File: src/rtl/core/sclru_pkg.sv
package sclru_pkg;

    localparam int ENTRIES  = 16;
    localparam int IDX_W    = $clog2(ENTRIES);
    localparam int SECTOR_W = 32;
    localparam int AGE_W    = 32;
    localparam int DATA_W   = 32;
    localparam int ADDR_W   = 3;
    localparam int COUNT_W  = 3;
    localparam int EIDX_W   = 4;

    localparam logic [SECTOR_W-1:0] LBA28_LIMIT = 32'h0FFF_FFFF;
    localparam logic [SECTOR_W-1:0] INVALID_TAG = '1;

    // Register select is paddr[2]
    localparam logic REG_LBA48 = 1'b0;
    localparam logic REG_PHYS  = 1'b1;

    localparam logic [1:0] LOG2_MAX = 2'd2;

    typedef logic [IDX_W-1:0] idx_t;

    typedef enum logic [1:0] {
        ST_HIT      = 2'd0,
        ST_FILL     = 2'd1,
        ST_UNCACHED = 2'd2,
        ST_RANGE    = 2'd3
    } status_t;

    function automatic logic [EIDX_W-1:0] to_entry_index(input idx_t idx);
        logic [IDX_W+EIDX_W-1:0] wide;
        wide = {{EIDX_W{1'b0}}, idx};
        return wide[EIDX_W-1:0];
    endfunction

endpackage

File: src/rtl/core/sclru_if.sv
interface sclru_req_if;
    import sclru_pkg::*;
    logic                valid;
    logic                ready;
    logic [SECTOR_W-1:0] sector;
    logic                use_cache;
    modport source (output valid, sector, use_cache, input ready);
    modport sink   (input valid, sector, use_cache, output ready);
endinterface

interface sclru_rsp_if;
    import sclru_pkg::*;
    logic                valid;
    logic                ready;
    status_t             status;
    logic [SECTOR_W-1:0] block_sector;
    logic [SECTOR_W-1:0] read_start;
    logic [COUNT_W-1:0]  read_count;
    logic [EIDX_W-1:0]   entry_index;
    logic                is_requested;
    logic                last;
    modport source (output valid, status, block_sector, read_start, read_count,
                    entry_index, is_requested, last, input ready);
    modport sink   (input valid, status, block_sector, read_start, read_count,
                    entry_index, is_requested, last, output ready);
endinterface

File: src/rtl/core/sector_cache_lru_directory.sv
// Channel | Dir | Transfer when      | Payload
// req     | in  | valid && ready     | sector, use_cache
// rsp     | out | valid && ready     | status, block_sector, read_start, read_count,
//         |     |                    | entry_index, is_requested, last
// apb     | in  | psel&penable&pwrite| lba48_mode at 0x0, phys_blocks_log2 at 0x4
//
// One request at a time; a single compare unit walks the directory one entry a cycle.
// A cached request scans the whole directory, then each block of a cached read is scanned again
// before its fill; an uncached request goes straight to its decision and fills without scans.
// Reset (rst_n low, asynchronous) clears the directory: tags all ones, ages zero.
// A stalled rsp holds the sequencer at its next result; req is taken once the last
// result sits in the output register.
module sector_cache_lru_directory (
    input  logic                            clk,
    input  logic                            rst_n,
    input  logic                            psel,
    input  logic                            penable,
    input  logic                            pwrite,
    input  logic [sclru_pkg::ADDR_W-1:0]    paddr,
    input  logic [sclru_pkg::DATA_W-1:0]    pwdata,
    output logic [sclru_pkg::DATA_W-1:0]    prdata,
    output logic                            pready,
    sclru_req_if.sink                       req,
    sclru_rsp_if.source                     rsp
);
    import sclru_pkg::*;

    typedef enum logic [3:0] {
        S_IDLE   = 4'b0001,
        S_SCAN   = 4'b0010,
        S_DECIDE = 4'b0100,
        S_FILL   = 4'b1000
    } state_t;

    state_t              state_reg, state_next;
    logic                lba48_reg;
    logic [1:0]          phys_log2_reg;
    logic [SECTOR_W-1:0] sector_reg, sector_next;
    logic                cached_reg, cached_next;
    logic                phase_req_reg, phase_req_next;
    logic [SECTOR_W-1:0] key_reg, key_next;
    idx_t                scan_idx_reg, scan_idx_next;
    logic                found_reg, found_next;
    idx_t                hit_idx_reg, hit_idx_next;
    idx_t                min_idx_reg, min_idx_next;
    logic [AGE_W-1:0]    min_age_reg, min_age_next;
    logic [SECTOR_W-1:0] start_reg, start_next;
    logic [COUNT_W-1:0]  size_reg, size_next;
    logic [1:0]          k_reg, k_next;
    logic [SECTOR_W-1:0] blk_reg, blk_next;
    logic [AGE_W-1:0]    age_clock_reg, age_clock_next;
    logic [SECTOR_W-1:0] tags_reg [ENTRIES];
    logic [AGE_W-1:0]    ages_reg [ENTRIES];

    logic                rsp_valid_reg, rsp_valid_next;
    status_t             status_reg, status_next;
    logic [SECTOR_W-1:0] bsec_reg, bsec_next;
    logic [SECTOR_W-1:0] rstart_reg, rstart_next;
    logic [COUNT_W-1:0]  rcount_reg, rcount_next;
    logic [EIDX_W-1:0]   eidx_reg, eidx_next;
    logic                isreq_reg, isreq_next;
    logic                last_reg, last_next;

    logic                tag_we, age_we;
    idx_t                w_idx;
    logic [SECTOR_W-1:0] w_tag;
    logic [AGE_W-1:0]    w_age;

    logic                cfg_write;
    logic                slot_free;
    logic [SECTOR_W-1:0] tag_i;
    logic [AGE_W-1:0]    age_i;
    logic                match;
    logic                take_min;
    logic                scan_end;
    logic [1:0]          lg;
    logic [1:0]          eff_lg;
    logic [COUNT_W-1:0]  req_size;
    logic [COUNT_W-1:0]  req_mask;
    logic [SECTOR_W-1:0] req_start;
    logic                out_of_range;
    logic                blk_last;
    idx_t                fill_idx;
    logic [AGE_W-1:0]    fill_age;

    function automatic logic [1:0] req_mask_of(input logic [COUNT_W-1:0] size);
        logic [COUNT_W-1:0] m;
        m = size - COUNT_W'(1);
        return m[1:0];
    endfunction

    // Configuration port
    assign pready    = 1'b1;
    assign cfg_write = psel && penable && pwrite && pready;

    always_ff @(posedge clk or negedge rst_n)
    begin
        if (!rst_n)
        begin
            lba48_reg     <= 1'b0;
            phys_log2_reg <= 2'd0;
        end
        else if (cfg_write)
        begin
            case (paddr[2])
                REG_LBA48: lba48_reg     <= pwdata[0];
                REG_PHYS:  phys_log2_reg <= pwdata[1:0];
                default:   ;
            endcase
        end
    end

    always_comb
    begin
        case (paddr[2])
            REG_LBA48: prdata = {{(DATA_W-1){1'b0}}, lba48_reg};
            REG_PHYS:  prdata = {{(DATA_W-2){1'b0}}, phys_log2_reg};
            default:   prdata = '0;
        endcase
    end

    // Shared compare unit over one directory entry
    assign tag_i    = tags_reg[scan_idx_reg];
    assign age_i    = ages_reg[scan_idx_reg];
    assign match    = !found_reg && (key_reg != INVALID_TAG) && (tag_i == key_reg);
    assign take_min = (scan_idx_reg == '0) || (age_i < min_age_reg);
    assign scan_end = (scan_idx_reg == IDX_W'(ENTRIES - 1));

    // Read alignment; an unused log2 code counts as four blocks
    assign lg           = (phys_log2_reg > LOG2_MAX) ? LOG2_MAX : phys_log2_reg;
    assign eff_lg       = cached_reg ? LOG2_MAX : lg;
    assign req_size     = COUNT_W'(1) << eff_lg;
    assign req_mask     = req_size - COUNT_W'(1);
    assign req_start    = {sector_reg[SECTOR_W-1:2], sector_reg[1:0] & ~req_mask[1:0]};
    assign out_of_range = !lba48_reg && (sector_reg > LBA28_LIMIT);

    assign blk_last = (k_reg == req_mask_of(size_reg));
    assign fill_idx = found_reg ? hit_idx_reg : min_idx_reg;
    assign fill_age = found_reg ? age_clock_reg + AGE_W'(1) : age_clock_reg;

    assign slot_free = !rsp_valid_reg || rsp.ready;
    assign req.ready = (state_reg == S_IDLE);

    always_comb
    begin
        state_next     = state_reg;
        sector_next    = sector_reg;
        cached_next    = cached_reg;
        phase_req_next = phase_req_reg;
        key_next       = key_reg;
        scan_idx_next  = scan_idx_reg;
        found_next     = found_reg;
        hit_idx_next   = hit_idx_reg;
        min_idx_next   = min_idx_reg;
        min_age_next   = min_age_reg;
        start_next     = start_reg;
        size_next      = size_reg;
        k_next         = k_reg;
        blk_next       = blk_reg;
        age_clock_next = age_clock_reg;
        tag_we         = 1'b0;
        age_we         = 1'b0;
        w_idx          = fill_idx;
        w_tag          = blk_reg;
        w_age          = fill_age;
        rsp_valid_next = rsp.ready ? 1'b0 : rsp_valid_reg;
        status_next    = status_reg;
        bsec_next      = bsec_reg;
        rstart_next    = rstart_reg;
        rcount_next    = rcount_reg;
        eidx_next      = eidx_reg;
        isreq_next     = isreq_reg;
        last_next      = last_reg;

        case (state_reg)
            S_IDLE:
            begin
                if (req.valid)
                begin
                    sector_next    = req.sector;
                    cached_next    = req.use_cache;
                    key_next       = req.sector;
                    phase_req_next = 1'b1;
                    scan_idx_next  = '0;
                    found_next     = 1'b0;
                    state_next     = req.use_cache ? S_SCAN : S_DECIDE;
                end
            end

            S_SCAN:
            begin
                if (match)
                begin
                    found_next   = 1'b1;
                    hit_idx_next = scan_idx_reg;
                end
                if (take_min)
                begin
                    min_idx_next = scan_idx_reg;
                    min_age_next = age_i;
                end
                scan_idx_next = scan_idx_reg + IDX_W'(1);
                if (scan_end)
                    state_next = phase_req_reg ? S_DECIDE : S_FILL;
            end

            S_DECIDE:
            begin
                if (found_reg)
                begin
                    if (slot_free)
                    begin
                        age_clock_next = age_clock_reg + AGE_W'(1);
                        age_we         = 1'b1;
                        w_idx          = hit_idx_reg;
                        w_age          = age_clock_reg + AGE_W'(1);
                        rsp_valid_next = 1'b1;
                        status_next    = ST_HIT;
                        bsec_next      = sector_reg;
                        rstart_next    = '0;
                        rcount_next    = '0;
                        eidx_next      = to_entry_index(hit_idx_reg);
                        isreq_next     = 1'b1;
                        last_next      = 1'b1;
                        state_next     = S_IDLE;
                    end
                end
                else if (out_of_range)
                begin
                    if (slot_free)
                    begin
                        rsp_valid_next = 1'b1;
                        status_next    = ST_RANGE;
                        bsec_next      = sector_reg;
                        rstart_next    = '0;
                        rcount_next    = '0;
                        eidx_next      = '0;
                        isreq_next     = 1'b1;
                        last_next      = 1'b1;
                        state_next     = S_IDLE;
                    end
                end
                else
                begin
                    start_next     = req_start;
                    size_next      = req_size;
                    k_next         = 2'd0;
                    blk_next       = req_start;
                    key_next       = req_start;
                    phase_req_next = 1'b0;
                    scan_idx_next  = '0;
                    found_next     = 1'b0;
                    state_next     = cached_reg ? S_SCAN : S_FILL;
                end
            end

            S_FILL:
            begin
                if (slot_free)
                begin
                    rsp_valid_next = 1'b1;
                    bsec_next      = blk_reg;
                    rstart_next    = start_reg;
                    rcount_next    = size_reg;
                    isreq_next     = (blk_reg == sector_reg);
                    last_next      = blk_last;
                    if (cached_reg)
                    begin
                        tag_we         = 1'b1;
                        age_we         = 1'b1;
                        // Age clock steps once more after the final block
                        age_clock_next = blk_last ? fill_age + AGE_W'(1) : fill_age;
                        status_next    = ST_FILL;
                        eidx_next      = to_entry_index(fill_idx);
                    end
                    else
                    begin
                        status_next = ST_UNCACHED;
                        eidx_next   = '0;
                    end
                    if (blk_last)
                        state_next = S_IDLE;
                    else
                    begin
                        k_next        = k_reg + 2'd1;
                        blk_next      = blk_reg + SECTOR_W'(1);
                        key_next      = blk_reg + SECTOR_W'(1);
                        scan_idx_next = '0;
                        found_next    = 1'b0;
                        if (cached_reg)
                            state_next = S_SCAN;
                    end
                end
            end

            default:
            begin
                state_next = S_IDLE;
            end
        endcase
    end

    always_ff @(posedge clk or negedge rst_n)
    begin
        if (!rst_n)
        begin
            state_reg     <= S_IDLE;
            phase_req_reg <= 1'b0;
            scan_idx_reg  <= '0;
            found_reg     <= 1'b0;
            k_reg         <= 2'd0;
            age_clock_reg <= '0;
            rsp_valid_reg <= 1'b0;
            for (int i = 0; i < ENTRIES; i++)
            begin
                tags_reg[i] <= INVALID_TAG;
                ages_reg[i] <= '0;
            end
        end
        else
        begin
            state_reg     <= state_next;
            phase_req_reg <= phase_req_next;
            scan_idx_reg  <= scan_idx_next;
            found_reg     <= found_next;
            k_reg         <= k_next;
            age_clock_reg <= age_clock_next;
            rsp_valid_reg <= rsp_valid_next;
            if (tag_we)
                tags_reg[w_idx] <= w_tag;
            if (age_we)
                ages_reg[w_idx] <= w_age;
        end
    end

    always_ff @(posedge clk)
    begin
        sector_reg  <= sector_next;
        cached_reg  <= cached_next;
        key_reg     <= key_next;
        hit_idx_reg <= hit_idx_next;
        min_idx_reg <= min_idx_next;
        min_age_reg <= min_age_next;
        start_reg   <= start_next;
        size_reg    <= size_next;
        blk_reg     <= blk_next;
        status_reg  <= status_next;
        bsec_reg    <= bsec_next;
        rstart_reg  <= rstart_next;
        rcount_reg  <= rcount_next;
        eidx_reg    <= eidx_next;
        isreq_reg   <= isreq_next;
        last_reg    <= last_next;
    end

    assign rsp.valid        = rsp_valid_reg;
    assign rsp.status       = status_reg;
    assign rsp.block_sector = bsec_reg;
    assign rsp.read_start   = rstart_reg;
    assign rsp.read_count   = rcount_reg;
    assign rsp.entry_index  = eidx_reg;
    assign rsp.is_requested = isreq_reg;
    assign rsp.last         = last_reg;

endmodule

File: src/flat_wrapper.sv
// flat-port wrapper written by rule: the top's interface ports become plain ports
module sector_cache_lru_directory_flat import sclru_pkg::*;
  (clk, rst_n, psel, penable, pwrite, paddr, pwdata, prdata, pready, req_valid, req_sector, req_use_cache, req_ready, rsp_valid, rsp_status, rsp_block_sector, rsp_read_start, rsp_read_count, rsp_entry_index, rsp_is_requested, rsp_last, rsp_ready);
  sclru_req_if req_i ();
  sclru_rsp_if rsp_i ();
  input  logic clk;
  input  logic rst_n;
  input  logic psel;
  input  logic penable;
  input  logic pwrite;
  input  logic [sclru_pkg::ADDR_W-1:0] paddr;
  input  logic [sclru_pkg::DATA_W-1:0] pwdata;
  output logic [sclru_pkg::DATA_W-1:0] prdata;
  output logic pready;
  input wire logic [$bits(req_i.valid)-1:0] req_valid;
  input wire logic [$bits(req_i.sector)-1:0] req_sector;
  input wire logic [$bits(req_i.use_cache)-1:0] req_use_cache;
  output wire logic [$bits(req_i.ready)-1:0] req_ready;
  output wire logic [$bits(rsp_i.valid)-1:0] rsp_valid;
  output wire logic [$bits(rsp_i.status)-1:0] rsp_status;
  output wire logic [$bits(rsp_i.block_sector)-1:0] rsp_block_sector;
  output wire logic [$bits(rsp_i.read_start)-1:0] rsp_read_start;
  output wire logic [$bits(rsp_i.read_count)-1:0] rsp_read_count;
  output wire logic [$bits(rsp_i.entry_index)-1:0] rsp_entry_index;
  output wire logic [$bits(rsp_i.is_requested)-1:0] rsp_is_requested;
  output wire logic [$bits(rsp_i.last)-1:0] rsp_last;
  input wire logic [$bits(rsp_i.ready)-1:0] rsp_ready;
  assign req_i.valid = req_valid;
  assign req_i.sector = req_sector;
  assign req_i.use_cache = req_use_cache;
  assign req_ready = req_i.ready;
  assign rsp_valid = rsp_i.valid;
  assign rsp_status = rsp_i.status;
  assign rsp_block_sector = rsp_i.block_sector;
  assign rsp_read_start = rsp_i.read_start;
  assign rsp_read_count = rsp_i.read_count;
  assign rsp_entry_index = rsp_i.entry_index;
  assign rsp_is_requested = rsp_i.is_requested;
  assign rsp_last = rsp_i.last;
  assign rsp_i.ready = rsp_ready;
  sector_cache_lru_directory u_core (.clk(clk), .rst_n(rst_n), .psel(psel), .penable(penable), .pwrite(pwrite), .paddr(paddr), .pwdata(pwdata), .prdata(prdata), .pready(pready), .req(req_i), .rsp(rsp_i));
endmodule
File: config.mk
export PLATFORM = sky130hd
export DESIGN_NAME = sector_cache_lru_directory_flat
export DESIGN_NICKNAME = d
export VERILOG_FILES = /design/src/rtl/core/sclru_pkg.sv /design/src/rtl/core/sclru_if.sv /design/src/rtl/core/sector_cache_lru_directory.sv /design/src/flat_wrapper.sv
export SDC_FILE = /design/constraint.sdc
export NUM_CORES = 2
export LEC_CHECK = 0
export ABC_AREA = 0
export ABC_CLOCK_PERIOD_IN_PS = 11200
export BUFFER_PORTS_ARGS = -buffer_cell sky130_fd_sc_hd__buf_2
export CAP_MARGIN = 20
export CORE_MARGIN = 5
export CORE_UTILIZATION = 25
export DETAILED_ROUTE_END_ITERATION = 6
export PLACE_DENSITY = 0.43
export SKIP_LAST_GASP = 1
export SLEW_MARGIN = 20
export SYNTH_ARGS = -nofsm -noshare
export SYNTH_HDL_FRONTEND = slang
export SYNTH_SLANG_ARGS = --single-unit
File: constraint.sdc
create_clock -name clk -period 11.2 [get_ports clk]
set_clock_uncertainty 0.2 [all_clocks]
set_input_delay 1.68 -clock clk [delete_from_list [all_inputs] [get_ports clk]]
set_output_delay 1.68 -clock clk [all_outputs]
set_load 0.02 [all_outputs]
======== After elaboration in Yosys (flattened, before gate mapping) ========
Index checks and enable logic that the tools add are counted.
word-level totals
  register bits after elaboration ......... 1319
  bits of input ports ..................... 75
  output and inout bits ................... 110
  logic and storage cells ................. 247
cells by class
  $add $sub $neg .......................... 7
  order comparisons ....................... 6
  eq/ne operators ......................... 21
  shift operators ......................... 1
  multiplexer cells ....................... 117
  bitwise logic cells ..................... 7
  reduce and logical (&&, ||, !) cells .... 31
operators with widths
  kind                   count
  $bwmux 512             2
  $mux 32                27
  $pmux 32 s2            5
  $bmux 32 s4            2
  $demux 32 s4           1
  $mux 4                 25
  $add 32x1->32 const B  3
  $pmux 32 s3            1
  $eq 32x32->1           2
  $gt 32x28->1 const B   1
  $lt 32x32->1           1
  $ne 32x32->1 const B   1
  $pmux 4 s4             2
  $mux 1                 25
  $mux 2                 12
  $mux 3                 5
  $reduce_and 5->1       3
  $ne 2x1->1 const B     6
  $reduce_and 4->1       3
  $reduce_and 6->1       2
  $ge 5x5->1 const B     2
  $not 4->5              2
  $pmux 1 s2             5
  $reduce_and 2->1       5
  other kinds (28)       47

======== Depth between registers and ports, before layout ========
  depth in word-level cells ............... 11
  depth in mapped cells ................... 18
  depth with buffers taken out ............ 11

======== Worst setup path before layout ========
OpenSTA, ideal clock, no wires.
  path kind ............................... flip-flop to flip-flop
  start point ............................. register u_core.scan_idx_reg[0]
  end point ............................... register u_core.min_age_reg[0] (enable)
  setup time .............................. 484 ps
  data arrival time ....................... 7489 ps
  data required time ...................... 10516 ps
  path slack .............................. 3027 ps
  stages on the path, launching flop included .. 19
  path buffers ............................ 7
  period minus slack after synthesis ...... 8173 ps
  cell sequence ........................... dfrtp_1 -> buf_2 -> buf_4 -> buf_2 -> buf_2 -> buf_2 -> buf_2 -> buf_2 -> mux4_2 -> mux4_2 -> ha_1 -> a21o_1 -> a21o_1 -> a21o_1 -> a21o_1 -> a21o_1 -> a21oi_1 -> o221ai_1 -> a211oi_1
between the ends
  word-level cells in the longest chain between the ends .. 7
  elaborated cells between the ends (all ways) .. 8
  those cells by class .................... 1 x order compare; 3 x mux; 1 x bitwise; 3 x reduce/logical
RTL lines
  element                                     RTL line                           text
  from (decl)                                 sector_cache_lru_directory.sv:42   idx_t scan_idx_reg, scan_idx_next;
  from (signal assigned)                      sector_cache_lru_directory.sv:324  scan_idx_reg <= scan_idx_next;
  $not 4->5 (not written as such)             sector_cache_lru_directory.sv:124  assign age_i = ages_reg[scan_idx_reg];
  $bmux 32 s4                                 sector_cache_lru_directory.sv:124
  $mux 32 (not written as such) (2 in a row)  sector_cache_lru_directory.sv:124
  named net u_core.age_i[9]                   sector_cache_lru_directory.sv:72   logic [AGE_W-1:0] age_i;
  $lt 32x32->1                                sector_cache_lru_directory.sv:126  assign take_min = (scan_idx_reg == '0) || (age_i < min_age_reg);
  $logic_or 1x1->1                            sector_cache_lru_directory.sv:126
  $reduce_and 2->1 (no source line)           -
  to (signal assigned)                        sector_cache_lru_directory.sv:343  min_age_reg <= min_age_next;
  to (decl)                                   sector_cache_lru_directory.sv:46   logic [AGE_W-1:0] min_age_reg, min_age_next;
The timed path passes the listed nets, and every way through them passes these cells. The select of a mux whose other input is x is not followed.
A chain may end at the register's enable or synchronous reset.

======== Final worst setup path ========
  start point ............................. register u_core.scan_idx_reg[0]
  end point ............................... register u_core.hit_idx_reg[0] (enable)
between the ends
  word-level cells in the longest chain between the ends .. 7
RTL lines
  element                                     RTL line                           text
  $not 4->5 (not written as such)             sector_cache_lru_directory.sv:123  assign tag_i = tags_reg[scan_idx_reg];
  $bmux 32 s4                                 sector_cache_lru_directory.sv:123
  $mux 32 (not written as such) (2 in a row)  sector_cache_lru_directory.sv:123
  $eq 32x32->1                                sector_cache_lru_directory.sv:125  assign match = !found_reg && (key_reg != INVALID_TAG) && (tag_i == key_reg);
  $logic_and 1x1->1                           sector_cache_lru_directory.sv:125
  $reduce_and 2->1 (no source line)           -
  to (signal assigned)                        sector_cache_lru_directory.sv:341  hit_idx_reg <= hit_idx_next;
  to (decl)                                   sector_cache_lru_directory.sv:44   idx_t hit_idx_reg, hit_idx_next;
Every way passes these cells. The select of a mux whose other input is x is not followed.

==> results.md <==
- Ys async rst share: 81.27%
- Pleak: 28.29 nW
- Avg Cell Area, Syn: 12.77 sq um
- Setup crit start kind: flip-flop
- Min Tclk post-route: 6.659 ns
- Crit-path cells: buf_12 -> buf_4 -> buf_4 -> mux4_2 -> mux4_2 -> xor2_1 -> a2111oi_0 -> nand3_1 -> nor4_2
- CP Capture Type: flip-flop
- Ratio of total power to cell area: 181.5 nW/um^2
- Clock latency on the worst-skew pair: 0.82 ns
- Routed vias/inst: 4.722
- HP Start: u_core.tags_reg[4]$_DFFE_PN1P_
- CP Class: reg -> reg
- Min-Delay Endpoint: u_core.tags_reg[4]$_DFFE_PN1P_
- IR Drop Worst-Case VDD: 0.1638 mV
- First-pass iteration count of the detailed router: 5
- CTS resizes: 0
- Crit-path leading delay family: buffers and inverters
- Max Clk Rate: 0.1502 GHz
- Post-Syn Instances: 4776
- RR Endpoint: u_core.hit_idx_reg[0]$_DFFE_PP_
- Area growth, synth to finish: 15.49%
- Setup TNS: 0 ns
- Post-CTS setup buffer count: 0
- Routed wire per std cell: 23.40 microns
- Hold Vio Cnt, Final: 0
- Drc violations: 0
- CTS H-tree depth: 4
- Effective utilization at floorplan: 25.11%
- Largest net degree at the start of global routing: 166
- Commonest cells post-synth: 622 x nor2_1, 565 x a21oi_1, 559 x dfrtp_1
- Setup repair after global routing missed its margin: false
- Synth top area cells: dfrtp_1 23%, dfstp_2 22%, edfxtp_1 12%
- FF+latch count, synth: 1319
- Final WL: 189.6 mm
- Crit share post-route: 59.46%
- Root cell of the clock tree: clkbuf_16
- Status: finished clean
- Mapped cell area: 61010 sq um
- Count of pins over their slew limit: 0
- Yosys warnings: 0
- Initial antenna violation count: 3
- Clk slew on worst S/H paths: 0.06 ns
- Max-slew headroom at the worst pin: 24.33%
- Tightest Pin Transition: 1.135 ns
- CTS sink count: 1319
- Worst Setup Slack, final: 4.541 ns
- # IOs: 185
- Reg2Reg Depth: 9
- Post-synth top area share: 22.93%
- Max cap viols: 0
- Post-synth EDFFs: 247
- First-pass GRT wire length: 279.7 mm
- Die area: 254000 sq um
- Critical path arrival: 6.88 ns
- Share of the yosys chip area belonging to registers: 57.18%
- Die W: 504 microns
- Core area: 243000 sq um
- 1st-iter DRT viols: 2569
- CTS tree: done
- Dominant cell type by area after synthesis: dfrtp_1
- ANT nets after route: 0
- FF-to-FF Start: u_core.scan_idx_reg[0]$_DFFE_PN0P_
- R2r setup slk: 4.54 ns
- CP peak stage delay: 0.85 ns
- Post-detail-place hpwl: 111.5 mm
- CTS Buffer Depth: 3
- Setup Slack @ Placement: 4.354 ns
- Hold Slack: 0.2893 ns
- Count leader, synth: nor2_1
- Die Y: 504 microns
- # port buffers: 121
- Total GRT Usage: 14.66%
- Req. time, crit path: 11.42 ns
- Top_reg_cell synth: dfrtp_1
- Vias in the first global route: 39680
- Hold WC Path Type: reg -> reg
- Crit Path Max Fanout: 86
- Final GP Congestion: 0.7883
- Worst Hold Depth: 2
- WP buf/inv: 3
- Final #Nets: 4882
- CTS buffer count: 153
- GRT overflow: 0
- Vias: 38250
- # setup viols final: 0
- Slowest stage cell, crit path: nor4_2
- Post-synth cell types: 69
- CTS Hold Bufs: 0
- Core Rows: 181
- Share of cells above drive strength 1: 38.02%
worst register-to-register path, stage by stage (launching register included):
cell and delay, ns:
dfrtp_4 0.80, buf_12 0.65, buf_4 0.76, buf_4 0.84
mux4_2 0.62, mux4_2 0.52, xor2_1 0.22, a2111oi_0 0.62
nand3_1 0.17, nor4_2 0.85
worst max-delay path by stage:
stage                                  startpoint                               to  slack [ns]  cells after the start
6_report       u_core.scan_idx_reg[0]$_DFFE_PN0P_  u_core.hit_idx_reg[0]$_DFFE_PP_        4.54                      9
4_1_cts        u_core.scan_idx_reg[0]$_DFFE_PN0P_  u_core.hit_idx_reg[0]$_DFFE_PP_        4.34                      9
5_1_grt        u_core.scan_idx_reg[0]$_DFFE_PN0P_  u_core.hit_idx_reg[3]$_DFFE_PP_        4.11                      9
3_5_place_dp   u_core.scan_idx_reg[0]$_DFFE_PN0P_  u_core.hit_idx_reg[0]$_DFFE_PP_        4.35                      9
2_1_floorplan  u_core.scan_idx_reg[0]$_DFFE_PN0P_  u_core.min_age_reg[0]$_DFFE_PP_        3.03                     18
3_3_place_gp   u_core.scan_idx_reg[0]$_DFFE_PN0P_  u_core.hit_idx_reg[0]$_DFFE_PP_        4.38                      9
power breakdown:
group          total (mW)  switching (mW)  internal [mW]
clock network        5.06            2.18           2.88
logic                2.02            1.32          0.700
registers            5.70           0.394           5.31
final cells by class:
type                       count  area (sq um)
antenna                        1         2.502
clock buffer                 218          4387
clock inverter                63         735.7
fill                       24610        172500
inverter                      56         212.7
multi-input combinational   3005         24620
sequential                  1319         34900
tap                         3202          4006
timing repair buffer         236          1598
cells by family (layout without fill, tap and decap cells):
kind of cell / after synthesis / after routing / share of synthesized area [%]
buf+inv: 481 / 573 / 3.242
flops: 1319 / 1319 / 57.18
xor+xnor: 145 / 145 / 2.082
mux: 876 / 876 / 21.52
fa+ha+maj: 36 / 36 / 0.7383
compound gates: 816 / 816 / 7.324
simple gates: 1101 / 1101 / 7.900
other cells: 2 / 32 / 0.01231
through the flow:
step	total power [mW]	cell area [sq um]	std cells	utilization, %
5_1_grt	13.32	70450	8099	28.99
2_1_floorplan	6.911	61120	4805	-
6_report	12.79	70460	8100	28.99
3_3_place_gp	7.851	65260	7816	26.86
4_1_cts	13.03	70420	8098	28.98
3_5_place_dp	7.865	65290	7817	26.87
layout by cell type, fill, tap and decap left out, drive strengths merged, types with 6 or more instances in the layout:
master  Yosys  layout
nor3       29      29
o31ai       8       8
a22oi      32      32
a211oi      8       8
nand4      45      45
conb        2      31
a21oi     565     565
o21ai     112     112
xnor2      66      66
and2       42      42
mux4      297     297
o22ai      17      17
a21o       18      18
dfstp     513     513
mux2i      63      63
inv        55      60
and3       16      16
edfxtp    247     247
nor4       38      38
dfrtp     559     559
xor2       79      79
o21a        7       7
or3        12      12
nand3      58      58
a31oi       6       6
clkinv      1      52
nor2      622     622
nand2     195     195
ha         36      36
or4        12      12
mux2      516     516
clkbuf    338     218
and4        6       6
buf        87     236
layer usage:
metal | wire, microns | track usage, % | part of all wire, % | vias up
met4 | 6791 | 5.220 | 3.6 | 0
li1 | - | - | - | 17190
met5 | 0 | 0 | 0 | -
met1 | 79850 | 18.32 | 42 | 20110
met2 | 97190 | 25.95 | 51 | 673
met3 | 5727 | 1.927 | 3.0 | 279
No activity file was read; power rests on OpenSTA's default activity.
